==> src/rtl/spms_pkg.sv <==
// Shared types, codes and constants of the SPI multi-slave poll sequencer.
// Used by every module of the block but spms_ram; depends on nothing.
`timescale 1ns / 1ps

package spms_pkg;

  // Default sizes handed to the top-level parameters
  localparam int BUFFER_DEPTH_DEF = 256;
  localparam int SLAVE_COUNT_DEF  = 4;

  // Generation tag kept next to each transmit store byte
  localparam int GEN_W = 12;

  localparam logic [7:0] ABORT_BYTE = 8'hFF;

  // Request operation codes
  localparam logic [1:0] OP_ADVANCE = 2'd0;
  localparam logic [1:0] OP_TICK    = 2'd1;
  localparam logic [1:0] OP_RX      = 2'd2;
  localparam logic [1:0] OP_LOAD    = 2'd3;

  // Configuration register indexes
  localparam int CFG_IDX_W = 3;
  localparam logic [CFG_IDX_W-1:0] CFG_BYTES_PER_TRANSFER = 3'd0;
  localparam logic [CFG_IDX_W-1:0] CFG_RETRY_LIMIT        = 3'd1;
  localparam logic [CFG_IDX_W-1:0] CFG_SELECT_DELAY       = 3'd2;
  localparam logic [CFG_IDX_W-1:0] CFG_RETRY_DELAY        = 3'd3;
  localparam logic [CFG_IDX_W-1:0] CFG_RELEASE_DELAY      = 3'd4;
  localparam logic [CFG_IDX_W-1:0] CFG_GAP_DELAY          = 3'd5;
  localparam int CFG_DATA_W = 16;

  // Configuration reset values
  localparam logic [8:0]  BYTES_PER_TRANSFER_RST = 9'd250;
  localparam logic [1:0]  RETRY_LIMIT_RST        = 2'd3;
  localparam logic [15:0] SELECT_DELAY_RST       = 16'd1;
  localparam logic [15:0] RETRY_DELAY_RST        = 16'd2;
  localparam logic [15:0] RELEASE_DELAY_RST      = 16'd1;
  localparam logic [15:0] GAP_DELAY_RST          = 16'd11;

  // Phase codes as shown on the result
  localparam logic [2:0] PH_CODE_SELECT  = 3'd0;
  localparam logic [2:0] PH_CODE_WAIT    = 3'd1;
  localparam logic [2:0] PH_CODE_SEND    = 3'd2;
  localparam logic [2:0] PH_CODE_RELEASE = 3'd3;
  localparam logic [2:0] PH_CODE_FINISH  = 3'd4;
  localparam logic [2:0] PH_CODE_DELAY   = 3'd5;

  typedef enum logic [5:0] {
    PH_SELECT  = 6'b000001,
    PH_WAIT    = 6'b000010,
    PH_SEND    = 6'b000100,
    PH_RELEASE = 6'b001000,
    PH_FINISH  = 6'b010000,
    PH_DELAY   = 6'b100000
  } phase_t;

  typedef struct packed {
    logic [1:0] operation;
    logic [7:0] rx_byte;
    logic [7:0] load_index;
    logic [7:0] load_value;
  } req_item_t;

  typedef struct packed {
    logic [3:0] chip_select_n;
    logic       tx_valid;
    logic [7:0] tx_byte;
    logic       push_valid;
    logic [7:0] push_byte;
    logic [2:0] phase;
    logic [1:0] current_slave;
  } rsp_item_t;

  typedef struct packed {
    logic [8:0]  bytes_per_transfer;
    logic [1:0]  retry_limit;
    logic [15:0] select_delay;
    logic [15:0] retry_delay;
    logic [15:0] release_delay;
    logic [15:0] gap_delay;
  } cfg_t;

  // Transmit store access requested by the sequencer for one request
  typedef struct packed {
    logic       load_en;
    logic [7:0] load_index;
    logic [7:0] load_value;
    logic       read_en;
    logic [8:0] read_pos;
    logic       clear;
  } store_req_t;

  function automatic logic [2:0] phase_code(input phase_t ph);
    logic [2:0] code;
    case (ph)
      PH_SELECT:  code = PH_CODE_SELECT;
      PH_WAIT:    code = PH_CODE_WAIT;
      PH_SEND:    code = PH_CODE_SEND;
      PH_RELEASE: code = PH_CODE_RELEASE;
      PH_FINISH:  code = PH_CODE_FINISH;
      PH_DELAY:   code = PH_CODE_DELAY;
      default:    code = PH_CODE_SELECT;
    endcase
    return code;
  endfunction

endpackage

==> src/rtl/spms_seq.sv <==
// Poll sequencer state and its one-request update logic.
// Depends on spms_pkg; drives transmit store requests toward spms_txbuf.
`timescale 1ns / 1ps

module spms_seq #(
  parameter int BUFFER_DEPTH = spms_pkg::BUFFER_DEPTH_DEF,
  parameter int SLAVE_COUNT  = spms_pkg::SLAVE_COUNT_DEF
) (
  input  logic                   clk,
  input  logic                   rst,
  input  logic                   step,
  input  spms_pkg::req_item_t    req,
  input  spms_pkg::cfg_t         cfg,
  output spms_pkg::rsp_item_t    rsp_next,
  output spms_pkg::store_req_t   store
);

  localparam int SW = (SLAVE_COUNT > 1) ? $clog2(SLAVE_COUNT) : 1;
  localparam int AW = $clog2(BUFFER_DEPTH);
  localparam int TW = (AW + 1 > 9) ? AW + 1 : 9;

  spms_pkg::phase_t phase, phase_next;
  logic [15:0]   delay_count, delay_count_next;
  logic [SW-1:0] slave_index, slave_index_next;
  logic [1:0]    retry_count, retry_count_next;
  logic [8:0]    byte_position, byte_position_next;
  logic [1:0]    transfer_tally, transfer_tally_next;
  logic [3:0]    select_lines, select_lines_next;

  logic [8:0] byte_total;
  logic [8:0] pos_inc;
  logic       fin;
  logic       fin_abort;
  logic       push_v;
  logic       tx_v;

  // Bytes per poll, capped at the store depth
  assign byte_total = (TW'(cfg.bytes_per_transfer) < TW'(BUFFER_DEPTH)) ?
                      cfg.bytes_per_transfer : 9'(BUFFER_DEPTH);
  assign pos_inc = byte_position + 9'd1;

  // Compute the state after one request
  always_comb begin
    phase_next          = phase;
    delay_count_next    = delay_count;
    slave_index_next    = slave_index;
    retry_count_next    = retry_count;
    byte_position_next  = byte_position;
    transfer_tally_next = transfer_tally;
    select_lines_next   = select_lines;
    store               = '0;
    fin                 = 1'b0;
    fin_abort           = 1'b0;
    push_v              = 1'b0;

    case (req.operation)
      spms_pkg::OP_ADVANCE: begin
        case (phase)
          spms_pkg::PH_SELECT: begin
            select_lines_next = ~(4'b0001 << slave_index);
            delay_count_next  = cfg.select_delay;
            if (transfer_tally >= 2'd2) begin
              store.clear         = 1'b1;
              transfer_tally_next = 2'd0;
            end
            phase_next = spms_pkg::PH_WAIT;
          end
          spms_pkg::PH_WAIT: begin
            if (delay_count == 16'd0) begin
              byte_position_next = 9'd0;
              phase_next         = spms_pkg::PH_SEND;
            end
          end
          spms_pkg::PH_SEND: begin
            if (byte_total == 9'd0) begin
              fin = 1'b1;
            end
          end
          spms_pkg::PH_RELEASE: begin
            if (delay_count == 16'd0) begin
              select_lines_next = select_lines | (4'b0001 << slave_index);
              phase_next        = spms_pkg::PH_FINISH;
            end
          end
          spms_pkg::PH_FINISH: begin
            retry_count_next = 2'd0;
            slave_index_next = (slave_index == SW'(SLAVE_COUNT - 1)) ?
                               '0 : slave_index + SW'(1);
            delay_count_next = cfg.gap_delay;
            phase_next       = spms_pkg::PH_DELAY;
          end
          spms_pkg::PH_DELAY: begin
            if (delay_count == 16'd0) begin
              select_lines_next = 4'hF;
              phase_next        = spms_pkg::PH_SELECT;
            end
          end
          default: begin
            select_lines_next = 4'hF;
            phase_next        = spms_pkg::PH_SELECT;
          end
        endcase
      end
      spms_pkg::OP_TICK: begin
        if (delay_count != 16'd0) begin
          delay_count_next = delay_count - 16'd1;
        end
      end
      spms_pkg::OP_RX: begin
        if (phase == spms_pkg::PH_SEND && byte_position < byte_total) begin
          if (byte_position == 9'd0 && req.rx_byte == spms_pkg::ABORT_BYTE) begin
            fin       = 1'b1;
            fin_abort = 1'b1;
          end else begin
            push_v             = (req.rx_byte != 8'd0);
            byte_position_next = pos_inc;
            fin                = (pos_inc >= byte_total);
          end
        end
      end
      spms_pkg::OP_LOAD: begin
        store.load_en    = 1'b1;
        store.load_index = req.load_index;
        store.load_value = req.load_value;
      end
      default: begin
      end
    endcase

    // Close the poll: retry on abort while allowed, else release
    if (fin) begin
      if (transfer_tally != 2'd3) begin
        transfer_tally_next = transfer_tally + 2'd1;
      end
      if (fin_abort && retry_count < cfg.retry_limit) begin
        retry_count_next = retry_count + 2'd1;
        delay_count_next = cfg.retry_delay;
        phase_next       = spms_pkg::PH_DELAY;
      end else begin
        delay_count_next = cfg.release_delay;
        phase_next       = spms_pkg::PH_RELEASE;
      end
    end

    // Fetch the byte to send next
    tx_v           = (phase_next == spms_pkg::PH_SEND) && (byte_position_next < byte_total);
    store.read_en  = tx_v;
    store.read_pos = byte_position_next;

    rsp_next.chip_select_n = select_lines_next;
    rsp_next.tx_valid      = tx_v;
    rsp_next.tx_byte       = 8'd0;
    rsp_next.push_valid    = push_v;
    rsp_next.push_byte     = push_v ? req.rx_byte : 8'd0;
    rsp_next.phase         = spms_pkg::phase_code(phase_next);
    rsp_next.current_slave = 2'(slave_index_next);
  end

  // Commit the state on each accepted request
  always_ff @(posedge clk) begin
    if (rst) begin
      phase          <= spms_pkg::PH_SELECT;
      delay_count    <= 16'd0;
      slave_index    <= '0;
      retry_count    <= 2'd0;
      byte_position  <= 9'd0;
      transfer_tally <= 2'd0;
      select_lines   <= 4'hF;
    end else if (step) begin
      phase          <= phase_next;
      delay_count    <= delay_count_next;
      slave_index    <= slave_index_next;
      retry_count    <= retry_count_next;
      byte_position  <= byte_position_next;
      transfer_tally <= transfer_tally_next;
      select_lines   <= select_lines_next;
    end
  end

endmodule

==> config.mk <==
export PLATFORM = sky130hd
export DESIGN_NAME = spms_seq
export DESIGN_NICKNAME = d
export VERILOG_FILES = /design/src/rtl/spms_pkg.sv /design/src/rtl/spms_seq.sv
export SDC_FILE = /design/constraint.sdc
export NUM_CORES = 1
export LEC_CHECK = 0
export ABC_AREA = 0
export CORE_UTILIZATION = 47
export CTS_BUF_LIST = sky130_fd_sc_hd__clkbuf_4 sky130_fd_sc_hd__clkbuf_8
export DETAILED_ROUTE_END_ITERATION = 8
export DONT_BUFFER_PORTS = 1
export PLACE_DENSITY_LB_ADDON = 0.08
export SLEW_MARGIN = 20
export SYNTH_ARGS = -nofsm -noshare
export SYNTH_HDL_FRONTEND = slang
export SYNTH_SLANG_ARGS = --single-unit
==> constraint.sdc <==
create_clock -name clk -period 9.6 [get_ports clk]
set_input_delay 2.88 -clock clk [delete_from_list [all_inputs] [get_ports clk]]
set_output_delay 2.88 -clock clk [all_outputs]
set_load 0.01 [all_outputs]
Word level (Yosys, flattened, before mapping)
Cells that the tools add are included.
- flip-flop bits (word level): 41
- latch bits: 0
- bits in writable memories: 0
- bits in read-only memories: 0
- input port bits: 104
- output and inout port bits: 55
- word-level logic and storage cells: 104
- memories kept: 0
- add/subtract/negate cells: 5
- $mul: 0
- div/mod/pow operators: 0
- order comparisons: 6
- equal/unequal tests: 19
- shift-type cells: 1
- multiplexer cells: 51
- bitwise logic cells: 2
- reductions and logical operators: 13
- operators by type and width (cell ; number):
    16-bit case mux with 2 select lines ; 2
    16-bit two-way mux ; 3
    9-bit two-way mux ; 5
    6-bit two-way mux ; 6
    6-bit case mux with 6 select lines ; 1
    2-bit two-way mux ; 12
    9-bit zero test ; 2
    9-bit less-than comparator ; 2
    9-bit case mux with 2 select lines ; 1
    17-bit two-way mux ; 1
    16-bit zero test ; 1
    4-bit case mux with 4 select lines ; 1
    16-bit nonzero test ; 1
    16-bit by 1-bit subtractor with 16-bit output (second input constant) ; 1
    3-bit case mux with 5 select lines ; 1
    1-bit two-way mux ; 13
    6-bit by 2-bit == test with 1-bit output (second input constant) ; 2
    6-bit by 3-bit == test with 1-bit output (second input constant) ; 2
    6-bit by 4-bit == test with 1-bit output (second input constant) ; 2
    6-bit by 5-bit == test with 1-bit output (second input constant) ; 2
    6-bit == test (second input constant) ; 2
    4-bit two-way mux ; 3
    9-bit by 1-bit adder with 9-bit output (second input constant) ; 1
    9-bit greater-or-equal comparator ; 1
    22 further kinds ; 29

Logic depth before layout (Yosys ltp)
Gate-level depths: netlist of the first run.
- depth in word-level cells: 11
- gate-level depth with buffers: 18
- depth with buffers taken out: 17

Worst setup path before layout of the first run
OpenSTA, ideal clock, no wires.
- path kind: input to output
- from: in cfg[74] in the netlist's numbering
- to: out rsp_next[22] in the netlist's numbering
- arrival: 6.295 ns
- data required time: 6.720 ns
- setup slack: 0.425 ns
- cell stages on the path: 18
- buffers on the path: 1
- path through: clkinv_1 -> nand2_1 -> ha_1 -> a211oi_1 -> nand2_1 -> o21a_1 -> nor4_1 -> nand2_1 -> xor2_1 -> nor2_1 -> ha_1 -> a21o_1 -> a21o_1 -> a21oi_1 -> o211ai_1 -> a211oi_1 -> and3_1 -> buf_4
- RTL lines (element ; RTL line ; RTL):
    start: declaration ; spms_seq.sv:13 ; input spms_pkg::cfg_t cfg,
    end: declaration ; spms_seq.sv:14 ; output spms_pkg::rsp_item_t rsp_next,

==> results of run 1 <==
-- logic make-up after synthesis --
logic type,after synthesis,share of synthesized area [%]
and+or+nand+nor,257,27.9
AOI/OAI and AO/OA,152,23.3
buffers and inverters,69,7.02
muxes,45,10.2
DFF,41,17.1
adders and majority gates,37,9.66
xor gates and xnor gates,26,4.75
other,1,0.0782
-- timing repair --
| item | CTS | global route |
|---|---|---|
| setup buffers | 0 | 1 |
| endpoints found under the setup margin | 0 | 2 |
| gates resized for setup | 0 | 3 |
-- layout make-up --
class,instances,area (µm²)
clock buffer,7,90.1
inverter,17,63.8
fill,1018,4830
clock inverter,1,30.0
tap,133,166
timing repair buffer,16,120
multi-input combinational,525,3700
sequential,41,821
-- synthesized netlist by cell type (all sizes together), types with 2 or more instances --
cell | n | area [µm²]
nand4b | 4 | 35.0
buf | 22 | 159
nand3 | 19 | 95.1
mux2i | 21 | 210
or3 | 7 | 43.8
o211ai | 4 | 30.0
o2111ai | 2 | 35.0
o21a | 6 | 45.0
a311o | 2 | 20.0
o2bb2ai | 3 | 26.3
nor3b | 3 | 27.5
xor2 | 15 | 131
a311oi | 8 | 76.3
or4 | 4 | 30.0
and2 | 12 | 75.1
and3 | 26 | 163
xnor2 | 11 | 96.3
nand4 | 7 | 43.8
o31ai | 7 | 52.6
o21bai | 4 | 30.0
nor4 | 11 | 98.8
a211oi | 18 | 175
dfxtp | 41 | 821
clkbuf | 30 | 114
and4 | 3 | 26.3
a31oi | 7 | 58.8
nand2 | 52 | 198
ha | 37 | 463
a211o | 6 | 52.6
o22ai | 2 | 12.5
a21boi | 5 | 37.5
mux2 | 24 | 278
a21oi | 31 | 155
nor3 | 11 | 60.1
inv | 16 | 60.1
nand2b | 7 | 43.8
nor2 | 76 | 285
o21ai | 29 | 145
or2 | 4 | 25.0
nor2b | 6 | 37.5
nand3b | 2 | 15.0
a21o | 9 | 67.6
-- registers in the layout (all words and copies together), names as in the netlist --
signal	flops
slave_index	2
select_lines	4
transfer_tally	2
retry_count	2
phase	6
delay_count	16
byte_position	9
-- per-stage QoR --
step / instance area (µm²) / setup WS (ns) / hold slack, ns
after CTS: 4970 / 0.0746 / 0.487
after global placement: 4850 / 0.217 / 0.456
after floorplan: 4820 / 0.425 / 0.449
final: 4990 / 0.275 / 0.485
after global routing: 4990 / 0.0254 / 0.505
after detailed placement: 4850 / 0.102 / 0.474
-- report_power, final --
| part | total, mW | internal (mW) | switching, mW |
|---|---|---|---|
| Sequential | 0.194 | 0.179 | 0.0147 |
| Clock | 0.156 | 0.0879 | 0.0681 |
| Combinational | 0.150 | 0.0649 | 0.0848 |
| Total | 0.499 | 0.332 | 0.168 |
-- worst max path at each step --
stage                         to  slack, ns
floorplan           rsp_next[22]       0.42
global placement       store[10]       0.22
detailed placement  rsp_next[22]       0.10
CTS                 rsp_next[22]       0.07
global route           store[10]       0.03
finish                 store[10]       0.28
-- cell usage in the layout, fill, tap and decap left out, types with 6 or more instances in the layout --
master     n
nor2_1    76
or3_1      7
clkbuf_8   6
and2_1    12
xnor2_1   11
o21a_1     6
nand4_1    7
mux2i_1   21
o21ai_0   29
nand2_1   51
a21o_1     9
o31ai_1    6
conb_1     8
ha_1      37
a211o_1    6
a211oi_2   8
xor2_1    15
and3_1    25
a311oi_1   7
dfxtp_1   41
nand3_1   19
inv_1     16
nor4_1     8
mux2_2    22
buf_4     16
a21oi_1   31
a211oi_1  10
nand2b_1   7
a31oi_1    6
nor3_1    10
-- routing by layer --
| metal | GRT usage, % | routed length [µm] | share of wire [%] | vias to the layer above |
|---|---|---|---|---|
| li1 | - | - | - | 2225 |
| met1 | 33.2 | 6050 | 46 | 2100 |
| met2 | 40.9 | 6170 | 47 | 155 |
| met3 | 4.14 | 771 | 5.9 | 17 |
| met4 | 6.93 | 181 | 1.4 | 0 |
| met5 | 0 | 0 | 0 | - |
-- critical path: cells and delay by family --
kind	cells	cell delay [ns]
AND/OR/NAND/NOR	8	1.67
buffers and inverters	2	0.43
AO/OA/AOI/OAI	3	0.63
adder cells (fa/ha/maj)	2	0.68
XOR/XNOR	1	0.14
==> metrics.csv, run 1 <==
stage,metric,value,unit
place,dp_cells,731,
yosys,synth_enable_flop_cells,0,
yosys,number_of_distinct_standard_cells_referenced_by_the_synthesized_netlist,70,
clock_network,cts-buffers-inserted,5,
clock_network,tritoncts,yes,
flow_run,max_cap_viol_count,0,
grt,grt_max_degree,43,
yosys,synth.yosys.warnings,0,
sta,max_freq,0.107,GHz
sta,slew-limit-headroom,28.0,%
clock_network,clockBufferDepth,2,
yosys,ffs_w_async_s_r_synth,0,%
power,vdd.ir_drop.worst,0.0622,mV
drt,postRouteAntennaNets,0,
sta,finalHoldViolations,0,
critical_path,r2r_slack,5.28,ns
critical_path,critPathRequiredTime,6.72,ns
clock_network,cts.root.buffer_cell,clkbuf_8,
drt,drt_drc_violations_left,0,
cells_and_area,design.final.nets,747,
yosys,syn-cell-area,0.00479,mm²
floorplan,die_area,0.0106,mm²
cells_and_area,fraction_of_layout_cells_with_a_size_suffix_above_1,12.7,%
grt,grt.overflow.total,0,
yosys,synth_flop_cell,dfxtp_1,
critical_path,r2r_cell_count,12,
sta,worst_clock_skew,0.0104,ns
sta,crit_share_post_route,97.1,%
grt,number_of_antenna_violations_at_the_first_check_in_global_routing,0,
critical_path,worst_path_largest_cell_delay,0.45,ns
drt,vias_per_cell,6.08,
cells_and_area,final_core_utilization,50.8,%
critical_path,crit_path_max_fanout,11,
floorplan,die_y,103,µm
place,dp.final_hpwl,10100,µm
clock_network,clk_latency,0.30,ns
floorplan,die_w,103,µm
clock_network,cts-hold-fix-buffers,0,
grt,first_global_vias,4194,
drt,vias,4497,
min_path,whs_endpoint,retry_count[1],
drt,firstDrtPassIters,5,
power,cellLeakagePower,2.04,nW
grt,grt_first_pass_wirelength,20600,µm
critical_path,crit_chain,clkinv_1 -> ha_1 -> a21oi_1 -> nand4_1 -> nor4_4 -> buf_4 -> nand2_1 -> xor2_1 -> nor2_1 -> ha_1 -> nand4_1 -> nor3_1 -> nor2_1 -> o211ai_1 -> a211oi_1 -> and3_2,
power,power_density,100,mW/mm²
min_path,hold_path_depth,2,
critical_path,worst_setup_sp,cfg[74],
sta,count_of_final_max_slew_check_failures,0,
critical_path,worst_setup_ep_type,output port,
cells_and_area,final-instance-count-excl-fill,740,
floorplan,fp.coreArea,0.00982,mm²
critical_path,start_kind,input port,
sta,rsz_0062_raised_after_global_routing,false,
yosys,synth-seq-cells,41,
critical_path,crit_path_top_delay_cell,nor4_4,
cells_and_area,area_growth_from_synthesis_to_layout,4.07,%
power,finalPower,0.499,mW
drt,wl_per_cell,17.8,µm
yosys,synth_cells,628,
clock_network,cts.htree.levels,2,
clock_network,clkSinkCount,41,
place,buffer_ports.inserted,0,
sta,setup_total_negative_slack,0,ns
floorplan,fp-row-count,36,
floorplan,ioPinCount,159,
drt,postRouteWirelength,13200,µm
clock_network,clk_pin_slew_worst_paths,0.08,ns
min_path,worstHoldPathType,register to register,
yosys,ys_seq_area_share,17.1,%
sta,setup_viol_count_final,0,
critical_path,critPathKind,input port to output port,
sta,layout_min_cycle_time,9.32,ns
min_path,min-delay-start,retry_count[1],
floorplan,starting_utilization_of_the_core_area,48.8,%
critical_path,critical_path.reg2reg.endpoint,delay_count[7],
cells_and_area,antenna_cells,0,
drt,drt_iter0_markers,199,
outcome,outcome,finished clean,
sta,worstMarginPinSlew,1.08,ns
yosys,synth.avg_cell_area,7.63,µm²
place,weighted_congestion_at_the_end_of_routability_driven_global_placement,0.964,
critical_path,r2r_start,byte_position[0],
grt,track_usage,24.8,%
critical_path,worst_path_arrival_time,6.44,ns
(Power assumes the default switching activity.)
==> run 2, diff against run 1 <==
--- a/config.mk
+++ b/config.mk
@@ -10,7 +10,7 @@
 export CTS_BUF_LIST = sky130_fd_sc_hd__clkbuf_4 sky130_fd_sc_hd__clkbuf_8
 export DETAILED_ROUTE_END_ITERATION = 8
 export DONT_BUFFER_PORTS = 1
-export PLACE_DENSITY_LB_ADDON = 0.08
+export PLACE_DENSITY = 0.68
 export SLEW_MARGIN = 20
 export SYNTH_ARGS = -nofsm -noshare
 export SYNTH_HDL_FRONTEND = slang
==> metrics.csv, run 2 (synthesis gave the netlist of run 1 again) <==
stage,metric,value,unit,change
cells_and_area,final_common_cell,nor2_1,,unchanged
place,buffer_ports.inserted,0,,unchanged
critical_path,critPathRequiredTime,6.72,ns,about the same
cells_and_area,number_of_flip_flops_under_the_largest_register_name,16,,unchanged
sta,slew-limit-headroom,27.7,%,was 28.0%
critical_path,critPathKind,input port to output port,,unchanged
power,vdd.ir_drop.worst,0.0830,mV,was 0.0622 mV
min_path,hold_path_depth,2,,unchanged
cells_and_area,fraction_of_layout_cells_with_a_size_suffix_above_1,12.5,%,was 12.7%
sta,worstMarginPinSlew,1.08,ns,about the same
sta,fin_ws,0.319,ns,was 0.275 ns
cells_and_area,design.final.nets,746,,was 747
critical_path,worst_path_arrival_time,6.40,ns,was 6.44 ns
grt,first_global_vias,4114,,was 4194
cells_and_area,layout.cell_area.non_filler,0.00496,mm²,was 0.00499 mm²
grt,grt_first_pass_wirelength,20500,µm,was 20600 µm
cells_and_area,top_register,delay_count,,unchanged
sta,count_of_final_max_slew_check_failures,0,,unchanged
floorplan,starting_utilization_of_the_core_area,48.8,%,unchanged
floorplan,die_y,103,µm,unchanged
cells_and_area,mostFrequentLayoutCells,"nor2_1 (76), nand2_1 (50), dfxtp_1 (41), ha_1 (37), a21oi_1 (31)",,"was nor2_1 (76), nand2_1 (51), dfxtp_1 (41), ha_1 (37), a21oi_1 (31)"
critical_path,worst_setup_ep_type,output port,,unchanged
floorplan,die_w,103,µm,unchanged
critical_path,crit_path_max_fanout,10,,was 11
sta,crit_share_post_route,96.7,%,was 97.1%
floorplan,fp-row-count,36,,unchanged
power,power_density,98.8,mW/mm²,was 100 mW/mm²
clock_network,clkSinkCount,41,,unchanged
critical_path,r2r_cell_count,12,,unchanged
drt,wl_per_cell,17.8,µm,about the same
drt,vias,4474,,was 4497
sta,fin_worst_hold_slack,0.498,ns,was 0.485 ns
critical_path,start_kind,input port,,unchanged
clock_network,cts-buffers-inserted,5,,unchanged
power,finalPower,0.490,mW,was 0.499 mW
sta,worst_clock_skew,0.0115,ns,was 0.0104 ns
place,detailedPlace.worstSlack,0.104,ns,was 0.102 ns
sta,setup_viol_count_final,0,,unchanged
drt,postRouteWirelength,13100,µm,was 13200 µm
outcome,outcome,finished clean,,unchanged
cells_and_area,final-instance-count-excl-fill,739,,was 740
clock_network,clk_pin_slew_worst_paths,0.10,ns,was 0.08 ns
cells_and_area,area_growth_from_synthesis_to_layout,3.52,%,was 4.07%
min_path,worstHoldPathType,register to register,,unchanged
floorplan,fp.coreArea,0.00982,mm²,unchanged
cells_and_area,final_core_utilization,50.5,%,was 50.8%
cells_and_area,antenna_cells,0,,unchanged
drt,drt_drc_violations_left,0,,unchanged
clock_network,tritoncts,yes,,unchanged
clock_network,clockBufferDepth,2,,unchanged
grt,grt.overflow.total,0,,unchanged
grt,grt_max_degree,43,,unchanged
drt,vias_per_cell,6.05,,was 6.08
place,instance_area_at_placement,0.00483,mm²,was 0.00485 mm²
cells_and_area,seqCellArea,821,µm²,unchanged
sta,setup_total_negative_slack,0,ns,unchanged
grt,number_of_antenna_violations_at_the_first_check_in_global_routing,0,,unchanged
flow_run,max_cap_viol_count,0,,unchanged
cells_and_area,nFillCells,1019,,was 1018
drt,postRouteAntennaNets,0,,unchanged
drt,firstDrtPassIters,5,,unchanged
cells_and_area,multi_input_area,0.00368,mm²,was 0.00370 mm²
place,weighted_congestion_at_the_end_of_routability_driven_global_placement,0.877,,was 0.964
sta,rsz_0062_raised_after_global_routing,false,,unchanged
clock_network,cts.root.buffer_cell,clkbuf_8,,unchanged
sta,layout_min_cycle_time,9.28,ns,was 9.32 ns
sta,finalHoldViolations,0,,unchanged
floorplan,die_area,0.0106,mm²,unchanged
place,dp.final_hpwl,9960,µm,was 10100 µm
clock_network,clk_latency,0.30,ns,about the same
clock_network,cts-hold-fix-buffers,0,,unchanged
place,dp_cells,730,,was 731
power,cellLeakagePower,2.02,nW,was 2.04 nW
cells_and_area,largest_registers_in_the_final_layout,"delay_count (16), byte_position (9), phase (6)",,unchanged
sta,max_freq,0.108,GHz,was 0.107 GHz
floorplan,ioPinCount,159,,unchanged
clock_network,cts.htree.levels,2,,unchanged
drt,drt_iter0_markers,229,,was 199
grt,track_usage,24.4,%,was 24.8%
==> run 2: layer usage <==
layer  wire length, µm  global-route usage [%]
met2              6110                    40.2
met3               752                    3.80
met4               202                    7.37
met1              6070                    32.7
met5                 0                       0
==> run 2: where the power goes <==
part / switching (mW) / leakage (nW) / internal (mW)
clock network: 0.0691 / 0.0543 / 0.0780
registers: 0.0147 / 0.335 / 0.179
logic: 0.0850 / 1.63 / 0.0646
==> run 2: critical path, cell delays in order <==
cell	delay (ns)
clkinvlp_4	0.15
nand2_2	0.15
ha_1	0.25
a211oi_1	0.25
nand2_1	0.10
o21a_1	0.28
nor4_1	0.32
buf_4	0.19
nand2_1	0.07
xor2_1	0.15
nor2_1	0.15
ha_1	0.27
a21o_1	0.16
a21o_1	0.17
a21oi_1	0.17
o211ai_1	0.12
a211oi_1	0.25
and3_2	0.30
==> run 2: worst paths after layout <==
path,endpoint,slack [ns],from
min,retry_count[1],0.50,retry_count[1]
min reg2reg,retry_count[1],0.50,retry_count[1]
max reg2reg,delay_count[1],5.29,byte_position[0]
max,store[10],0.32,cfg[74]
==> run 2: layout make-up <==
class                           count  area share, %
Clock buffer                        5           1.39
Clock inverter                      3          0.933
Multi-Input combinational cell    525           74.2
Inverter                           17           1.36
Timing Repair Buffer               15           2.27
Tap cell                          133           3.35
Sequential cell                    41           16.5
==> run 2: timing repair <==
| action | 4_1_cts | 5_1_grt |
|---|---|---|
| setup endpoints to repair | 0 | 2 |
| setup buffers | 0 | 1 |
| gates resized for setup | 0 | 3 |
==> run 3, diff against run 2 <==
--- a/config.mk
+++ b/config.mk
@@ -10,7 +10,9 @@
 export CTS_BUF_LIST = sky130_fd_sc_hd__clkbuf_4 sky130_fd_sc_hd__clkbuf_8
 export DETAILED_ROUTE_END_ITERATION = 8
 export DONT_BUFFER_PORTS = 1
+export GPL_TIMING_DRIVEN = 0
 export PLACE_DENSITY = 0.68
+export REMOVE_ABC_BUFFERS = 1
 export SLEW_MARGIN = 20
 export SYNTH_ARGS = -nofsm -noshare
 export SYNTH_HDL_FRONTEND = slang
==> metrics.csv, run 3 (synthesis gave the netlist of run 1 again) <==
stage,metric,value,unit,change
drt,drt_iter0_markers,229,,unchanged
sta,count_of_final_max_slew_check_failures,0,,unchanged
floorplan,starting_utilization_of_the_core_area,48.8,%,unchanged
sta,worst_clock_skew,0.00985,ns,was 0.0115 ns
cells_and_area,design.final.nets,738,,was 746
grt,first_global_vias,4021,,was 4114
critical_path,critical_path.reg2reg.endpoint,delay_count[8],,was delay_count[1]
critical_path,critPathKind,input port to output port,,unchanged
critical_path,worst_path_largest_cell_delay,0.51,ns,was 0.32 ns
sta,crit_share_post_route,96.9,%,was 96.7%
drt,postRouteWirelength,12800,µm,was 13100 µm
cells_and_area,final_common_cell,nor2_1,,unchanged
sta,setup_total_negative_slack,0,ns,unchanged
power,pwr-share-seq,40.0,%,was 39.5%
power,clock_power_share,29.5,%,was 30.0%
cells_and_area,number_of_flip_flops_under_the_largest_register_name,16,,unchanged
sta,finalHoldViolations,0,,unchanged
floorplan,die_area,0.0106,mm²,unchanged
drt,drt_drc_violations_left,0,,unchanged
place,buffer_ports.inserted,0,,unchanged
clock_network,clockBufferDepth,2,,unchanged
power,vdd.ir_drop.worst,0.0662,mV,was 0.0830 mV
min_path,worstHoldPathType,register to register,,unchanged
drt,vias,4495,,was 4474
outcome,outcome,finished clean,,unchanged
critical_path,r2r_start,byte_position[0],,unchanged
critical_path,r2r_cell_count,12,,unchanged
grt,track_usage,23.5,%,was 24.4%
clock_network,cts.root.buffer_cell,clkbuf_8,,unchanged
floorplan,die_y,103,µm,unchanged
critical_path,critPathRequiredTime,6.72,ns,about the same
critical_path,worst_setup_ep_type,output port,,unchanged
power,internal_power,0.318,mW,was 0.322 mW
critical_path,crit_path_top_delay_cell,o31ai_2,,was nor4_1
flow_run,max_cap_viol_count,0,,unchanged
critical_path,r2r_slack,5.35,ns,was 5.29 ns
sta,worstMarginPinSlew,1.12,ns,was 1.08 ns
critical_path,crit_path_max_fanout,10,,unchanged
cells_and_area,area_growth_from_synthesis_to_layout,3.71,%,was 3.52%
cells_and_area,top_register,delay_count,,unchanged
grt,number_of_antenna_violations_at_the_first_check_in_global_routing,0,,unchanged
place,weighted_congestion_at_the_end_of_routability_driven_global_placement,0.938,,was 0.877
critical_path,worst_path_arrival_time,6.43,ns,was 6.40 ns
drt,wl_per_cell,17.6,µm,was 17.8 µm
sta,layout_min_cycle_time,9.31,ns,was 9.28 ns
cells_and_area,largest_registers_in_the_final_layout,"delay_count (16), byte_position (9), phase (6)",,unchanged
cells_and_area,mostFrequentLayoutCells,"nor2_1 (74), nand2_1 (50), dfxtp_1 (41), ha_1 (37), a21oi_1 (31)",,"was nor2_1 (76), nand2_1 (50), dfxtp_1 (41), ha_1 (37), a21oi_1 (31)"
clock_network,tritoncts,yes,,unchanged
power,cellLeakagePower,1.99,nW,was 2.02 nW
floorplan,die_w,103,µm,unchanged
clock_network,cts.htree.levels,2,,unchanged
drt,vias_per_cell,6.16,,was 6.05
power,power.net_switching,0.166,mW,was 0.169 mW
floorplan,ioPinCount,159,,unchanged
floorplan,fp.coreArea,0.00982,mm²,unchanged
grt,grt_first_pass_wirelength,19700,µm,was 20500 µm
clock_network,cts-buffers-inserted,5,,unchanged
cells_and_area,fraction_of_layout_cells_with_a_size_suffix_above_1,12.9,%,was 12.5%
critical_path,start_kind,input port,,unchanged
min_path,min-delay-start,retry_count[1],,unchanged
critical_path,worst_setup_sp,cfg[74],,unchanged
power,combPwrFrac,30.6,%,was 30.5%
critical_path,crit_chain,clkinvlp_4 -> ha_1 -> a21oi_1 -> nand4_1 -> nor2_1 -> nand3_1 -> o31ai_2 -> ha_1 -> a21o_1 -> a21oi_1 -> o211ai_1 -> a211oi_1 -> and3_2,,was clkinvlp_4 -> nand2_2 -> ha_1 -> a211oi_1 -> nand2_1 -> o21a_1 -> nor4_1 -> buf_4 -> nand2_1 -> xor2_1 -> nor2_1 -> ha_1 -> a21o_1 -> a21o_1 -> a21oi_1 -> o211ai_1 -> a211oi_1 -> and3_2
cells_and_area,antenna_cells,0,,unchanged
place,instance_area_at_placement,0.00477,mm²,was 0.00483 mm²
grt,grt_max_degree,43,,unchanged
sta,rsz_0062_raised_after_global_routing,false,,unchanged
cells_and_area,layout.cell_area.non_filler,0.00497,mm²,was 0.00496 mm²
critical_path,cp-endpoint,store[10],,unchanged
power,power_density,97.4,mW/mm²,was 98.8 mW/mm²
clock_network,cts-hold-fix-buffers,0,,unchanged
cells_and_area,nFillCells,990,,was 1019
power,power.switching_fraction,34.3,%,was 34.4%
sta,slew-limit-headroom,24.5,%,was 27.7%
floorplan,fp-row-count,36,,unchanged
place,dp.final_hpwl,9590,µm,was 9960 µm
sta,max_freq,0.107,GHz,was 0.108 GHz
clock_network,clkSinkCount,41,,unchanged
sta,setup_viol_count_final,0,,unchanged
grt,grt.overflow.total,0,,unchanged
clock_network,clk_pin_slew_worst_paths,0.08,ns,was 0.10 ns
drt,postRouteAntennaNets,0,,unchanged
clock_network,clk_latency,0.30,ns,about the same
drt,firstDrtPassIters,5,,unchanged
-- run 3: cell count changes in the layout (fill, tap and decap cells not counted), sizes merged --
cell / before / now
buf: 15 / 7
clkinvlp: 2 / 1
-- run 3: worst max-delay path: cells and delay by family --
family	cells	cell delay [ns]
AO/OA/AOI/OAI	6	1.54
adder cells (fa/ha/maj)	2	0.71
buffers and inverters	1	0.16
AND/OR/NAND/NOR	4	1.13
-- run 3: power by group through the flow --
| stage | logic [mW] | registers, mW | clock network (mW) |
|---|---|---|---|
| finish | 0.148 | 0.193 | 0.143 |
| floorplan | 0.118 | 0.193 | 0 |
| global route | 0.165 | 0.196 | 0.152 |
| CTS | 0.146 | 0.193 | 0.143 |
| detailed placement | 0.145 | 0.197 | 0 |
| global placement | 0.140 | 0.196 | 0 |
-- run 3: worst min path at each step --
stage                     slack [ns]  cells past startpoint             end
after global placement          0.45                      2  retry_count[1]
after floorplan                 0.44                      2  retry_count[1]
after global routing            0.52                      2  retry_count[1]
after CTS                       0.48                      2  retry_count[1]
final                           0.48                      2  retry_count[1]
after detailed placement        0.47                      2  retry_count[1]
-- run 3: per-stage QoR --
stage / hold WS [ns] / utilization, % / std cells / worst slack, ns / power, mW
detailed placement: 0.470 / 48.6 / 719 / -0.243 / 0.342
CTS: 0.482 / 49.9 / 726 / 0.0263 / 0.482
floorplan: 0.443 / - / 583 / -0.0110 / 0.312
global placement: 0.454 / 48.0 / 716 / -1.02 / 0.336
finish: 0.483 / 50.6 / 730 / 0.293 / 0.484
global route: 0.523 / 50.6 / 730 / 0.0495 / 0.513
-- run 3: what timing repair did --
item | in CTS | in global routing
pin swaps | 0 | 2
setup endpoints to repair | 2 | 2
resized for setup | 5 | 9
buffers inserted | 0 | 4
-- run 3: cell type report --
type | count | area, µm² | share of cell area [%]
clock inverters | 2 | 35.0 | 0.705
well taps | 133 | 166 | 3.35
inverters | 17 | 67.6 | 1.36
clock buffers | 5 | 68.8 | 1.38
flip-flops and latches | 41 | 821 | 16.5
repair buffers | 7 | 63.8 | 1.28
multi-input cells | 525 | 3750 | 75.4
-- run 3: per-layer routing --
layer / vias up / routed length (µm) / track usage [%]
met2: 158 / 6050 / 38.5
met5: - / 0 / 0
met3: 11 / 866 / 4.75
met1: 2122 / 5760 / 31.4
met4: 0 / 136 / 6.07
li1: 2204 / - / -
